===== src/design/wcns_pkg.sv =====
// wcns_pkg: sizes, field widths, the weight table, controller states and the
// command/status bundles shared by the nearest-codebook search block.
// No dependencies.
package wcns_pkg;

    localparam int ENTRIES    = 32;
    localparam int COEFFS     = 12;
    localparam int COEF_WIDTH = 16;

    // request and result field widths
    localparam int OP_W     = 1;
    localparam int ENTRY_W  = 5;
    localparam int POS_W    = 4;
    localparam int VALUE_W  = 16;
    localparam int SYM_W    = 6;
    localparam int DIST_W   = 48;

    localparam logic [OP_W-1:0] OP_LOAD  = 1'b0;
    localparam logic [OP_W-1:0] OP_FRAME = 1'b1;

    localparam int TOTAL      = ENTRIES * COEFFS;
    localparam int ADDR_W     = $clog2(TOTAL);
    localparam int ROW_W      = $clog2(ENTRIES);
    localparam int COEF_IDX_W = (COEFFS > 1) ? $clog2(COEFFS) : 1;

    localparam int MAG_W    = COEF_WIDTH + 1;
    localparam int SQ_W     = 2 * MAG_W;
    localparam int WEIGHT_W = 6;
    localparam int TERM_W   = SQ_W + WEIGHT_W;
    localparam int ACC_W    = ((TERM_W > DIST_W) ? TERM_W : DIST_W) + 1;

    localparam int NUM_WEIGHTS = 12;
    localparam logic [WEIGHT_W-1:0] WEIGHTS [NUM_WEIGHTS] = '{
        6'd1, 6'd3, 6'd7, 6'd13, 6'd19, 6'd22,
        6'd25, 6'd33, 6'd42, 6'd50, 6'd56, 6'd61
    };

    typedef enum logic [1:0] {
        ST_IDLE,
        ST_SCAN,
        ST_DRAIN
    } t_state;

    typedef struct packed {
        logic                  cb_we;
        logic                  fv_we;
        logic                  rd_en;
        logic [ADDR_W-1:0]     rd_addr;
        logic [COEF_IDX_W-1:0] rd_coef;
        logic                  rd_last_coef;
        logic                  rd_last_row;
    } t_dp_cmd;

    typedef struct packed {
        logic scan_done;
    } t_dp_status;

    // positions past the table reuse the last weight
    function automatic logic [WEIGHT_W-1:0] weight_at(input logic [COEF_IDX_W-1:0] idx);
        logic [WEIGHT_W-1:0] w;
        if (32'(idx) < NUM_WEIGHTS) begin
            w = WEIGHTS[32'(idx)];
        end else begin
            w = WEIGHTS[NUM_WEIGHTS-1];
        end
        return w;
    endfunction

endpackage


===== src/design/wcns_ctrl.sv =====
// wcns_ctrl: request decode, scan sequencer and busy flag.
// Uses wcns_pkg; drives the datapath through t_dp_cmd.
module wcns_ctrl (
    input  logic                           i_clk,
    input  logic                           i_rst_n,
    input  logic                           start,
    input  logic [wcns_pkg::OP_W-1:0]      i_op,
    input  logic [wcns_pkg::ENTRY_W-1:0]   i_entry,
    input  logic [wcns_pkg::POS_W-1:0]     i_coef_index,
    input  wcns_pkg::t_dp_status           i_status,
    output wcns_pkg::t_dp_cmd              o_cmd,
    output logic                           busy
);

    wcns_pkg::t_state                      r_state, n_state;
    logic [wcns_pkg::ADDR_W-1:0]           r_addr, n_addr;
    logic [wcns_pkg::COEF_IDX_W-1:0]       r_coef, n_coef;
    logic                                  pos_ok;
    logic                                  entry_ok;
    logic                                  last_coef;
    logic                                  last_row;

    always_ff @(posedge i_clk) begin
        if (!i_rst_n) begin
            r_state <= wcns_pkg::ST_IDLE;
            r_addr  <= '0;
            r_coef  <= '0;
        end else begin
            r_state <= n_state;
            r_addr  <= n_addr;
            r_coef  <= n_coef;
        end
    end

    assign pos_ok    = 32'(i_coef_index) < wcns_pkg::COEFFS;
    assign entry_ok  = 32'(i_entry) < wcns_pkg::ENTRIES;
    assign last_coef = r_coef == wcns_pkg::COEF_IDX_W'(wcns_pkg::COEFFS - 1);
    assign last_row  = r_addr == wcns_pkg::ADDR_W'(wcns_pkg::TOTAL - 1);

    always_comb begin
        n_state             = r_state;
        n_addr              = r_addr;
        n_coef              = r_coef;
        o_cmd.cb_we         = 1'b0;
        o_cmd.fv_we         = 1'b0;
        o_cmd.rd_en         = 1'b0;
        o_cmd.rd_addr       = r_addr;
        o_cmd.rd_coef       = r_coef;
        o_cmd.rd_last_coef  = last_coef;
        o_cmd.rd_last_row   = last_row;
        busy                = 1'b1;
        case (r_state)
            wcns_pkg::ST_IDLE: begin
                busy = 1'b0;
                if (start && pos_ok) begin
                    if (i_op == wcns_pkg::OP_LOAD) begin
                        o_cmd.cb_we = entry_ok;
                    end else begin
                        o_cmd.fv_we = 1'b1;
                        // last position completes the frame: start the scan
                        if (32'(i_coef_index) == wcns_pkg::COEFFS - 1) begin
                            n_state = wcns_pkg::ST_SCAN;
                            n_addr  = '0;
                            n_coef  = '0;
                        end
                    end
                end
            end
            wcns_pkg::ST_SCAN: begin
                o_cmd.rd_en = 1'b1;
                n_addr      = r_addr + 1'b1;
                n_coef      = last_coef ? '0 : r_coef + 1'b1;
                if (last_row) begin
                    n_state = wcns_pkg::ST_DRAIN;
                end
            end
            wcns_pkg::ST_DRAIN: begin
                if (i_status.scan_done) begin
                    n_state = wcns_pkg::ST_IDLE;
                end
            end
            default: begin
                n_state = wcns_pkg::ST_IDLE;
            end
        endcase
    end

endmodule


===== config.mk =====
export PLATFORM = sky130hd
export DESIGN_NAME = wcns_ctrl
export DESIGN_NICKNAME = d
export VERILOG_FILES = /design/src/design/wcns_pkg.sv /design/src/design/wcns_ctrl.sv
export SDC_FILE = /design/constraint.sdc
export NUM_CORES = 1
export LEC_CHECK = 0
export ABC_AREA = 1
export BUFFER_PORTS_ARGS = -buffer_cell sky130_fd_sc_hd__buf_2
export CAP_MARGIN = 20
export CORE_UTILIZATION = 52
export CTS_CLUSTER_DIAMETER = 80
export DETAILED_ROUTE_END_ITERATION = 8
export PLACE_DENSITY = 0.83
export SLEW_MARGIN = 25
export SYNTH_ARGS = -nofsm -noshare
export SYNTH_HDL_FRONTEND = slang
export SYNTH_SLANG_ARGS = --single-unit

===== constraint.sdc =====
create_clock -name i_clk -period 3.4 [get_ports i_clk]
set_input_delay 0.68 -clock i_clk [delete_from_list [all_inputs] [get_ports i_clk]]
set_output_delay 0.68 -clock i_clk [all_outputs]
set_load 0.02 [all_outputs]

==> out/metrics.cfg, run 1 <==
[clock_tree]
post_cts_hold_buffer_count=0
worstSkewPairLatency_ns=0.29
clock_sinks=15
ctsHtreeMaxLevel=1
post-cts-setup-buffers=0
ctsRootBufferMaster=sky130_fd_sc_hd__clkbuf_4
tritoncts=done
clkTransAtPathRegs_ns=0.09
cts.path.max_buffers=2
cts_resized=0
numCtsBuffers=3

[sta]
fin_setup_tns_ns=0
timing_hold_violations_final=0
unrepaired_setup_endpoints_after_global_routing=no
worstMarginPinSlew_ns=0.454
post_route_skew_ns=0.00431
finalCriticalPeriod_ns=2.14
timing.slew.headroom=0.697
peak_clock_frequency_supported_by_timing_ghz=0.468
setup_violations=0
postLayoutSetupSlackWorst_ns=1.26
timing_max_transition_violations_final=0
fin_crit_sh=0.628

[setup_path]
path_max_fanout=5
timing.critical_path.from=r_addr[0]$_SDFFE_PN0P_
timing.critical_path.cells=ha_1 -> nand2_1 -> inv_1 -> nand2_2 -> nor2_4 -> buf_2
timing.rr.end=r_addr[0]$_SDFFE_PN0P_
rr_startpoint=r_state[0]$_SDFFE_PN0P_
startpoint_type=register
worstSetupEndpointType=output port
ff_to_ff_setup_slack_ns=1.93
slowest_stage=sky130_fd_sc_hd__dfxtp_1
cp_data_arrival_time_ns=1.46
critPathKind=reg -> out
critPathMaxStageDelay_ns=0.42
r2r_cells=7
cp_required_ns=2.72

[synthesis]
synth_top_cells_by_area=sky130_fd_sc_hd__dfxtp_1 (32%), sky130_fd_sc_hd__nand3_1 (13%), sky130_fd_sc_hd__nand2_1 (12%)
synthesis.area_um2=943
yosysTopAreaCell=sky130_fd_sc_hd__dfxtp_1
synth_cells=140
synth.top_cell.area_share=0.318
ys_seq_area_frac=0.318
postSynthNetCount=156
synth_register_bits=15
synth.avg_cell_area_um2=6.74
synth_warnings=0
post_synth_num_cell_types=21

[placement]
hpwl_mm=1.45
port_buffers=27
placedCellCount=185
gp_routability_congestion=0.825
pre_cts_ws_ns=1.41

[die]
io_pins=33
die_height_um=44.6
floorplan.die_area_um2=1990
fp.coreArea_um2=1710
die_w_um=44.6
floorplan.initialDensity=0.552
standard_cell_rows=15

[hold_path]
min-delay-path-class=reg -> reg
worst_hold_startpoint=r_addr[5]$_SDFFE_PN0P_
holdPathEnd=r_addr[5]$_SDFFE_PN0P_
timing.hold.worst_path_depth=2

[drt]
antenna_violating_nets_post_route=0
route.detailed.vias_per_inst=5.10
drtPass1Iterations=4
drtIter0Drc=18
routed_wl_mm=2.06
route.vias.total=964
wl_per_cell_um=10.9
drc_errors=0

[final_layout]
synthToLayoutAreaGrowth_pct=14.9
final_layout_size_suffix_gt1_frac=0.256
mostFrequentLayoutCell=sky130_fd_sc_hd__nand2_1
finalCoreUtilization=0.634
insertedDiodeCount=0
layoutNonFillerInstCount=189
layout.cells.most_common_list=sky130_fd_sc_hd__nand2_1 (29), sky130_fd_sc_hd__buf_2 (27), sky130_fd_sc_hd__nand3_1 (24)
final_nets=181

[grt]
grt_antenna_before_repair=0
via_count_of_the_first_global_routing_pass=802
grt_first_pass_wirelength_mm=3.21
pin_count_of_the_biggest_net_entering_global_routing=16
total_grt_usage=0.215
gr-total-overflow=0

[outcome]
status=completed

[power_and_ir_drop]
power.static_leakage_nw=0.515
total_power_uw=302
peakVddDrop_v=0.000189
pwr_density_cell_nw_per_um2=278

[flow_run]
cap_violations=0

[layer usage]
layer | global-route usage | vias to the layer above | part of all wire | wire length [µm]
met1 | 0.273 | 435 | 0.44 | 917
met3 | 0.0245 | 4 | 0.038 | 79
li1 | - | 498 | - | -
met4 | 0.0970 | 0 | 0.012 | 24
met2 | 0.365 | 27 | 0.50 | 1040
met5 | 0 | - | 0 | 0
[registers in the layout, indices dropped and copies added, names as in the netlist]
signal	count
r_state	2
r_addr	9
r_coef	4
[synth_stat cells]
master                     instances
sky130_fd_sc_hd__a21oi_1          17
sky130_fd_sc_hd__buf_2             1
sky130_fd_sc_hd__buf_4             3
sky130_fd_sc_hd__buf_6             2
sky130_fd_sc_hd__clkbuf_1          1
sky130_fd_sc_hd__dfxtp_1          15
sky130_fd_sc_hd__ha_1              2
sky130_fd_sc_hd__inv_1            21
sky130_fd_sc_hd__nand2_1          29
sky130_fd_sc_hd__nand2_2           2
sky130_fd_sc_hd__nand3_1          24
sky130_fd_sc_hd__nand3b_4          1
sky130_fd_sc_hd__nand4_1           3
sky130_fd_sc_hd__nor2_1            7
sky130_fd_sc_hd__nor2_2            1
sky130_fd_sc_hd__nor2_4            3
sky130_fd_sc_hd__nor3_1            1
sky130_fd_sc_hd__nor3_2            1
sky130_fd_sc_hd__o21ai_0           3
sky130_fd_sc_hd__o21bai_2          1
sky130_fd_sc_hd__or2_2             2
[per-stage QoR]
| stage | hold slack [ns] | area (µm²) |
|---|---|---|
| global route | 0.562 | 1080 |
| detailed placement | 0.508 | 1060 |
| global placement | 0.499 | 1060 |
| CTS | 0.521 | 1080 |
| floorplan | 0.514 | 943 |
| finish | 0.519 | 1080 |
[cell type report]
class / count / area, µm²
clock buffers: 3 / 22.5
clock inverters: 1 / 5.00
fillers: 165 / 624
inverters: 21 / 78.8
multi-input cells: 97 / 510
flip-flops and latches: 15 / 300
well taps: 25 / 31.3
repair buffers: 27 / 135
[cell families after synthesis]
logic type               count (synthesis)  share of synthesized area
adder cells (fa/ha/maj)                  2                     0.0265
AO/OA/AOI/OAI                           21                      0.118
flip-flops                              15                      0.318
buffers and inverters                   28                      0.141
AND/OR/NAND/NOR                         74                      0.397
[power by group]
part	internal, mW	total, mW	leakage (nW)	switching [mW]
clock network	0.0438	0.105	0.0177	0.0612
registers	0.176	0.176	0.121	0.000491
logic	0.00744	0.0202	0.377	0.0128
[worst max-delay path by stage]
stage | to | depth (start not counted) | slack (ns)
finish | o_cmd[0] | 6 | 1.26
global route | o_cmd[0] | 6 | 1.16
CTS | o_cmd[0] | 6 | 1.27
detailed placement | o_cmd[16] | 5 | 1.41
global placement | o_cmd[16] | 5 | 1.44
floorplan | o_cmd[17] | 3 | 1.48
[worst max-delay path, delay by kind of cell (launching register included)]
family,cells,cell delay [ns]
AND/OR/NAND/NOR,3,0.27
flip-flops,1,0.42
adder cells (fa/ha/maj),1,0.19
buffers and inverters,2,0.29
Note: power is estimated with default switching activity, not from simulation.
==> inputs of run 2 (changes only) <==
--- a/config.mk
+++ b/config.mk
@@ -5,13 +5,13 @@
 export SDC_FILE = /design/constraint.sdc
 export NUM_CORES = 1
 export LEC_CHECK = 0
-export ABC_AREA = 1
+export ABC_AREA = 0
 export BUFFER_PORTS_ARGS = -buffer_cell sky130_fd_sc_hd__buf_2
 export CAP_MARGIN = 20
-export CORE_UTILIZATION = 52
+export CORE_UTILIZATION = 45
 export CTS_CLUSTER_DIAMETER = 80
 export DETAILED_ROUTE_END_ITERATION = 8
-export PLACE_DENSITY = 0.83
+export PLACE_DENSITY = 0.76
 export SLEW_MARGIN = 25
 export SYNTH_ARGS = -nofsm -noshare
 export SYNTH_HDL_FRONTEND = slang
==> constraint.sdc (replaced) <==
create_clock -name i_clk -period 2 [get_ports i_clk]
set_input_delay 0.4 -clock i_clk [delete_from_list [all_inputs] [get_ports i_clk]]
set_output_delay 0.4 -clock i_clk [all_outputs]
set_load 0.02 [all_outputs]
==> out/metrics.cfg, run 2 <==
[synthesis]
yosysTopAreaCell=sky130_fd_sc_hd__dfxtp_1
postSynthNetCount=109  ; -30%
synth_top_cells_by_count=sky130_fd_sc_hd__dfxtp_1 (15), sky130_fd_sc_hd__a21oi_1 (10), sky130_fd_sc_hd__o21ai_0 (6)
synth_warnings=0  ; unchanged
ys_seq_area_frac=0.388  ; +0.0694
synth.top_cell.area_share=0.388  ; +0.0694
synth_top_cells_by_area=sky130_fd_sc_hd__dfxtp_1 (39%), sky130_fd_sc_hd__a21oi_1 (6.5%), sky130_fd_sc_hd__nor2b_1 (4.0%)
synth_register_bits=15  ; unchanged
synth_cells=93  ; -34%
post_synth_num_cell_types=29  ; +38%
synthArstFlopShare=0  ; unchanged
synth.avg_cell_area_um2=8.33  ; +24%
most_instantiated_library_cell_after_synthesis=sky130_fd_sc_hd__dfxtp_1
synth-edff-count=0  ; unchanged
dominant_register_cell_in_the_synthesized_netlist=sky130_fd_sc_hd__dfxtp_1
synthesis.area_um2=774  ; -18%

[setup_path]
worstSetupEndpointType=output port
path_max_fanout=4  ; -1
cp_data_arrival_time_ns=1.45  ; about the same
timing.critical_path.cells=ha_2 -> and3_1 -> nand4b_1 -> inv_1 -> buf_2
cp_required_ns=1.60  ; -1.12 ns
slowest_stage=sky130_fd_sc_hd__dfxtp_1
critPathKind=reg -> out
startpoint_type=register
critPathMaxStageDelay_ns=0.39  ; -0.03 ns

[grt]
grt_first_pass_wirelength_mm=2.38  ; -26%
total_grt_usage=0.172  ; -0.0439
grt_antenna_before_repair=0  ; unchanged
gr-total-overflow=0  ; unchanged
via_count_of_the_first_global_routing_pass=555  ; -31%
pin_count_of_the_biggest_net_entering_global_routing=10  ; -6

[die]
floorplan.initialDensity=0.497  ; -0.0556
die_w_um=43.5  ; -2.5%
fp.coreArea_um2=1560  ; -8.7%
die_height_um=43.5  ; -2.5%
floorplan.die_area_um2=1890  ; -4.9%
standard_cell_rows=14  ; -1
io_pins=33  ; unchanged

[power_and_ir_drop]
peakVddDrop_v=0.000244  ; +29%
pwr_density_cell_nw_per_um2=536  ; +93%
power.static_leakage_nw=0.431  ; -16%

[sta]
timing.slew.headroom=0.807  ; +0.110
timing_max_transition_violations_final=0  ; unchanged
timing_hold_violations_final=0  ; unchanged
setup_violations=0  ; unchanged
finalCriticalPeriod_ns=1.85
fin_crit_sh=0.925
fin_setup_tns_ns=0  ; unchanged
peak_clock_frequency_supported_by_timing_ghz=0.541
worstMarginPinSlew_ns=0.290  ; -0.165 ns
post_route_skew_ns=0.00918  ; +0.00487 ns
unrepaired_setup_endpoints_after_global_routing=no

[drt]
drc_errors=0  ; unchanged
antenna_violating_nets_post_route=0  ; unchanged
route.vias.total=752  ; -22%
route.detailed.vias_per_inst=5.45  ; +6.8%
wl_per_cell_um=11.3  ; +3.7%
drtPass1Iterations=4  ; unchanged
routed_wl_mm=1.56  ; -24%
drtIter0Drc=14  ; -4

[clock_tree]
tritoncts=done
cts.path.max_buffers=2  ; unchanged
numCtsBuffers=3  ; unchanged
post_cts_hold_buffer_count=0  ; unchanged
ctsRootBufferMaster=sky130_fd_sc_hd__clkbuf_4
clkTransAtPathRegs_ns=0.10  ; about the same
ctsHtreeMaxLevel=1  ; unchanged
worstSkewPairLatency_ns=0.28  ; about the same
clock_sinks=15  ; unchanged

[final_layout]
insertedDiodeCount=0  ; unchanged
synthToLayoutAreaGrowth_pct=22.3
finalCoreUtilization=0.608  ; -0.0269
top_regs=r_addr: 9 flops, r_coef: 4 flops, r_state: 2 flops
final_layout_size_suffix_gt1_frac=0.320  ; +0.0636
final_nets=139  ; -23%
mostFrequentLayoutCell=sky130_fd_sc_hd__buf_2
largest_register_ff_count=9  ; unchanged
max_flop_register=r_addr
layout.cells.most_common_list=sky130_fd_sc_hd__buf_2 (27), sky130_fd_sc_hd__dfxtp_1 (14), sky130_fd_sc_hd__a21oi_1 (10)

[placement]
gp_routability_congestion=0.782  ; -5.2%
port_buffers=27  ; unchanged
hpwl_mm=1.18  ; -18%

[hold_path]
min-delay-path-class=in -> reg

[flow_run]
cap_violations=0  ; unchanged

[outcome]
status=completed

-- run 2: cell type report --
cell class	instances	area, µm²
clock buffers	3	22.5
clock inverters	1	5.00
fillers	151	612
inverters	4	15.0
multi-input cells	68	418
flip-flops and latches	15	302
well taps	16	20.0
repair buffers	31	165
-- run 2: cells by family after synthesis --
kind of cell | count (synthesis) | share of synthesized area
AOI/OAI and AO/OA | 25 | 0.192
xor gates and xnor gates | 1 | 0.0113
adders and majority gates | 2 | 0.0323
buffers and inverters | 10 | 0.0759
DFF | 15 | 0.388
and+or+nand+nor | 40 | 0.300
-- run 2: timing repair --
| action | CTS | global route |
|---|---|---|
| hold endpoints to repair | 0 | 0 |
| endpoints found under the setup margin | 0 | 1 |
| setup buffers | 0 | 1 |
| resized for setup | 0 | 2 |
-- run 2: report_power, final --
part / internal (mW) / switching [mW]
logic: 0.0159 / 0.0201
clock network: 0.0741 / 0.0976
registers: 0.299 / 0.00105
-- run 2: stage by stage --
step / total power, mW / hold slack, ns / instances / instance area [µm²] / setup slack, ns
after global routing: 0.535 / 0.398 / 138 / 947 / 0.0309
after CTS: 0.513 / 0.400 / 137 / 936 / 0.0150
after floorplan: 0.326 / 0.440 / 93 / 774 / 0.361
after detailed placement: 0.343 / 0.470 / 133 / 908 / 0.157
after global placement: 0.342 / 0.465 / 133 / 908 / 0.193
final: 0.508 / 0.403 / 138 / 947 / 0.151
-- run 2: final timing paths --
kind,slack [ns],cells after the start,startpoint,endpoint
setup / recovery,0.15,5,r_addr[1]$_SDFFE_PN0P_,o_cmd[0]
hold / removal,0.40,2,i_rst_n,r_state[1]$_SDFFE_PN0P_
setup reg to reg,0.41,5,r_state[1]$_SDFFE_PN0P_,r_addr[3]$_SDFFE_PN0P_
hold reg to reg,0.49,1,r_state[1]$_SDFFE_PN0P_,r_state[0]$_SDFFE_PN0P_
-- run 2: layer usage --
layer / share of wire / GRT usage
met3: 0.043 / 0.0417
met5: 0 / 0
met2: 0.45 / 0.248
met1: 0.50 / 0.235
met4: 0.0058 / 0.0938
-- run 2: worst max-delay path, delay by kind of cell, from the launching register on --
family / cells / cell delay (ns)
buffers and inverters: 2 / 0.23
adder cells (fa/ha/maj): 1 / 0.23
flip-flops: 1 / 0.39
AND/OR/NAND/NOR: 2 / 0.32
==> inputs of run 3 (changes only) <==
--- a/config.mk
+++ b/config.mk
@@ -8,10 +8,10 @@
 export ABC_AREA = 0
 export BUFFER_PORTS_ARGS = -buffer_cell sky130_fd_sc_hd__buf_2
 export CAP_MARGIN = 20
-export CORE_UTILIZATION = 45
+export CORE_UTILIZATION = 41
 export CTS_CLUSTER_DIAMETER = 80
 export DETAILED_ROUTE_END_ITERATION = 8
-export PLACE_DENSITY = 0.76
+export PLACE_DENSITY = 0.73
 export SLEW_MARGIN = 25
 export SYNTH_ARGS = -nofsm -noshare
 export SYNTH_HDL_FRONTEND = slang
==> constraint.sdc (replaced) <==
create_clock -name i_clk -period 1.6 [get_ports i_clk]
set_input_delay 0.32 -clock i_clk [delete_from_list [all_inputs] [get_ports i_clk]]
set_output_delay 0.32 -clock i_clk [all_outputs]
set_load 0.02 [all_outputs]
==> out/metrics.cfg, run 3 (synthesis results as in run 2) <==
[outcome]
status=completed

[drt]
drc_errors=0  ; unchanged
route.vias.total=799  ; +6.3%
antenna_violating_nets_post_route=0  ; unchanged
routed_wl_mm=1.79  ; +15%
route.detailed.vias_per_inst=5.06  ; -7.2%
wl_per_cell_um=11.3  ; +0.27%
drtIter0Drc=7  ; -7
drtPass1Iterations=3  ; -1

[final_layout]
insertedDiodeCount=0  ; unchanged
layoutNonFillerInstCount=158  ; +14%
mostFrequentLayoutCell=sky130_fd_sc_hd__buf_2
layout.cells.most_common_list=sky130_fd_sc_hd__buf_2 (22), sky130_fd_sc_hd__buf_4 (18), sky130_fd_sc_hd__a21oi_1 (10)
finalCoreUtilization=0.641  ; +0.0333
max_flop_register=r_addr
largest_register_ff_count=9  ; unchanged
top_regs=r_addr: 9 flops, r_coef: 4 flops, r_state: 2 flops
final_layout_size_suffix_gt1_frac=0.451  ; +0.131
final_nets=150  ; +7.9%
synthToLayoutAreaGrowth_pct=44.4

[setup_path]
cp_data_arrival_time_ns=1.28  ; -0.17 ns
timing.critical_path.cells=ha_4 -> and3_4 -> nand4b_1 -> inv_1 -> buf_6
r2r_cells=6  ; +1
cp_num_buf_inv=2  ; unchanged
slowest_stage=sky130_fd_sc_hd__dfxtp_2
worstSetupEndpointType=output port
path_max_fanout=2  ; -2
timing.critical_path.from=r_addr[1]$_SDFFE_PN0P_
startpoint_type=register
cp_required_ns=1.28  ; -0.32 ns
critPathMaxStageDelay_ns=0.36  ; -0.03 ns
critPathKind=reg -> out
cp.depth=5  ; unchanged
rr_startpoint=r_addr[1]$_SDFFE_PN0P_
crit_family=flip-flops

[hold_path]
min-delay-path-class=in -> reg
worst_hold_startpoint=i_rst_n
timing.hold.worst_path_depth=2  ; unchanged

[clock_tree]
ctsRootBufferMaster=sky130_fd_sc_hd__clkbuf_4
clkTransAtPathRegs_ns=0.09  ; about the same
ctsHtreeMaxLevel=1  ; unchanged
numCtsBuffers=3  ; unchanged
worstSkewPairLatency_ns=0.28  ; about the same
tritoncts=done
post_cts_hold_buffer_count=0  ; unchanged
clock_sinks=15  ; unchanged
cts.path.max_buffers=2  ; unchanged

[placement]
gp_routability_congestion=0.818  ; +4.6%
placedCellCount=150  ; +13%
hpwl_mm=1.26  ; +6.9%
port_buffers=27  ; unchanged

[grt]
grt_first_pass_wirelength_mm=2.68  ; +13%
grt_antenna_before_repair=0  ; unchanged
via_count_of_the_first_global_routing_pass=654  ; +18%
gr-total-overflow=0  ; unchanged
total_grt_usage=0.182  ; +0.0107
pin_count_of_the_biggest_net_entering_global_routing=12  ; +2

[die]
fp.coreArea_um2=1750  ; +12%
die_w_um=45.5  ; +4.5%
standard_cell_rows=15  ; +1
io_pins=33  ; unchanged
floorplan.initialDensity=0.444  ; -0.0531
floorplan.die_area_um2=2070  ; +9.3%
die_height_um=45.5  ; +4.5%

[power_and_ir_drop]
power.static_leakage_nw=0.489  ; +14%
peakVddDrop_v=0.000470  ; +92%
pwr_density_cell_nw_per_um2=581  ; +8.3%

[sta]
timing_max_transition_violations_final=0  ; unchanged
finalCriticalPeriod_ns=1.60
fin_crit_sh=0.998
unrepaired_setup_endpoints_after_global_routing=yes
worstMarginPinSlew_ns=0.356  ; +0.0663 ns
peak_clock_frequency_supported_by_timing_ghz=0.627
timing_hold_violations_final=0  ; unchanged
timing.slew.headroom=0.763  ; -0.0442
setup_violations=0  ; unchanged
post_route_skew_ns=0.00167  ; -0.00751 ns

[flow_run]
cap_violations=0  ; unchanged

## run 3: cell types whose count changed in the layout (fill, tap and decap cells not counted), sizes merged
| cell | delta |
|---|---|
| clkbuf | +1 |
| clkinv | -1 |
| buf | +11 |
## run 3: what timing repair did
item / in CTS / in global routing
gates resized for setup: 7 / 15
buffers inserted: 1 / 3
pin swaps: 1 / 3
endpoints found under the setup margin: 3 / 5
## run 3: worst paths after layout
check,endpoint,slack [ns]
worst max-delay path,o_cmd[0],0.004
worst min-delay path,r_state[1]$_SDFFE_PN0P_,0.33
worst max register to register,r_addr[7]$_SDFFE_PN0P_,0.07
worst min register to register,r_state[0]$_SDFFE_PN0P_,0.45
## run 3: where the power goes
part | switching (mW) | internal [mW]
combinational | 0.0283 | 0.0289
clock | 0.122 | 0.0968
sequential | 0.00124 | 0.373
total | 0.152 | 0.498
## run 3: layout make-up
type | instances | area [µm²]
fillers | 159 | 627
multi-input cells | 68 | 458
well taps | 25 | 31.3
flip-flops and latches | 15 | 312
inverters | 4 | 15.0
repair buffers | 42 | 277
clock buffers | 4 | 26.3
## run 3: through the flow
step | power [mW] | setup TNS (ns) | hold slack (ns) | area [µm²] | worst slack, ns
floorplan | 0.408 | 0 | 0.438 | 774 | 0.0411
global placement | 0.434 | -0.567 | 0.465 | 980 | -0.135
finish | 0.650 | 0 | 0.328 | 1120 | 0.00399
detailed placement | 0.435 | -0.657 | 0.475 | 980 | -0.146
global route | 0.683 | -0.133 | 0.318 | 1120 | -0.0923
CTS | 0.651 | -0.0289 | 0.332 | 1030 | -0.0289
## run 3: metal layers
metal	GRT usage	wire length [µm]
met1	0.246	846
met2	0.266	867
met3	0.0476	62
met4	0.0909	15
met5	0	0
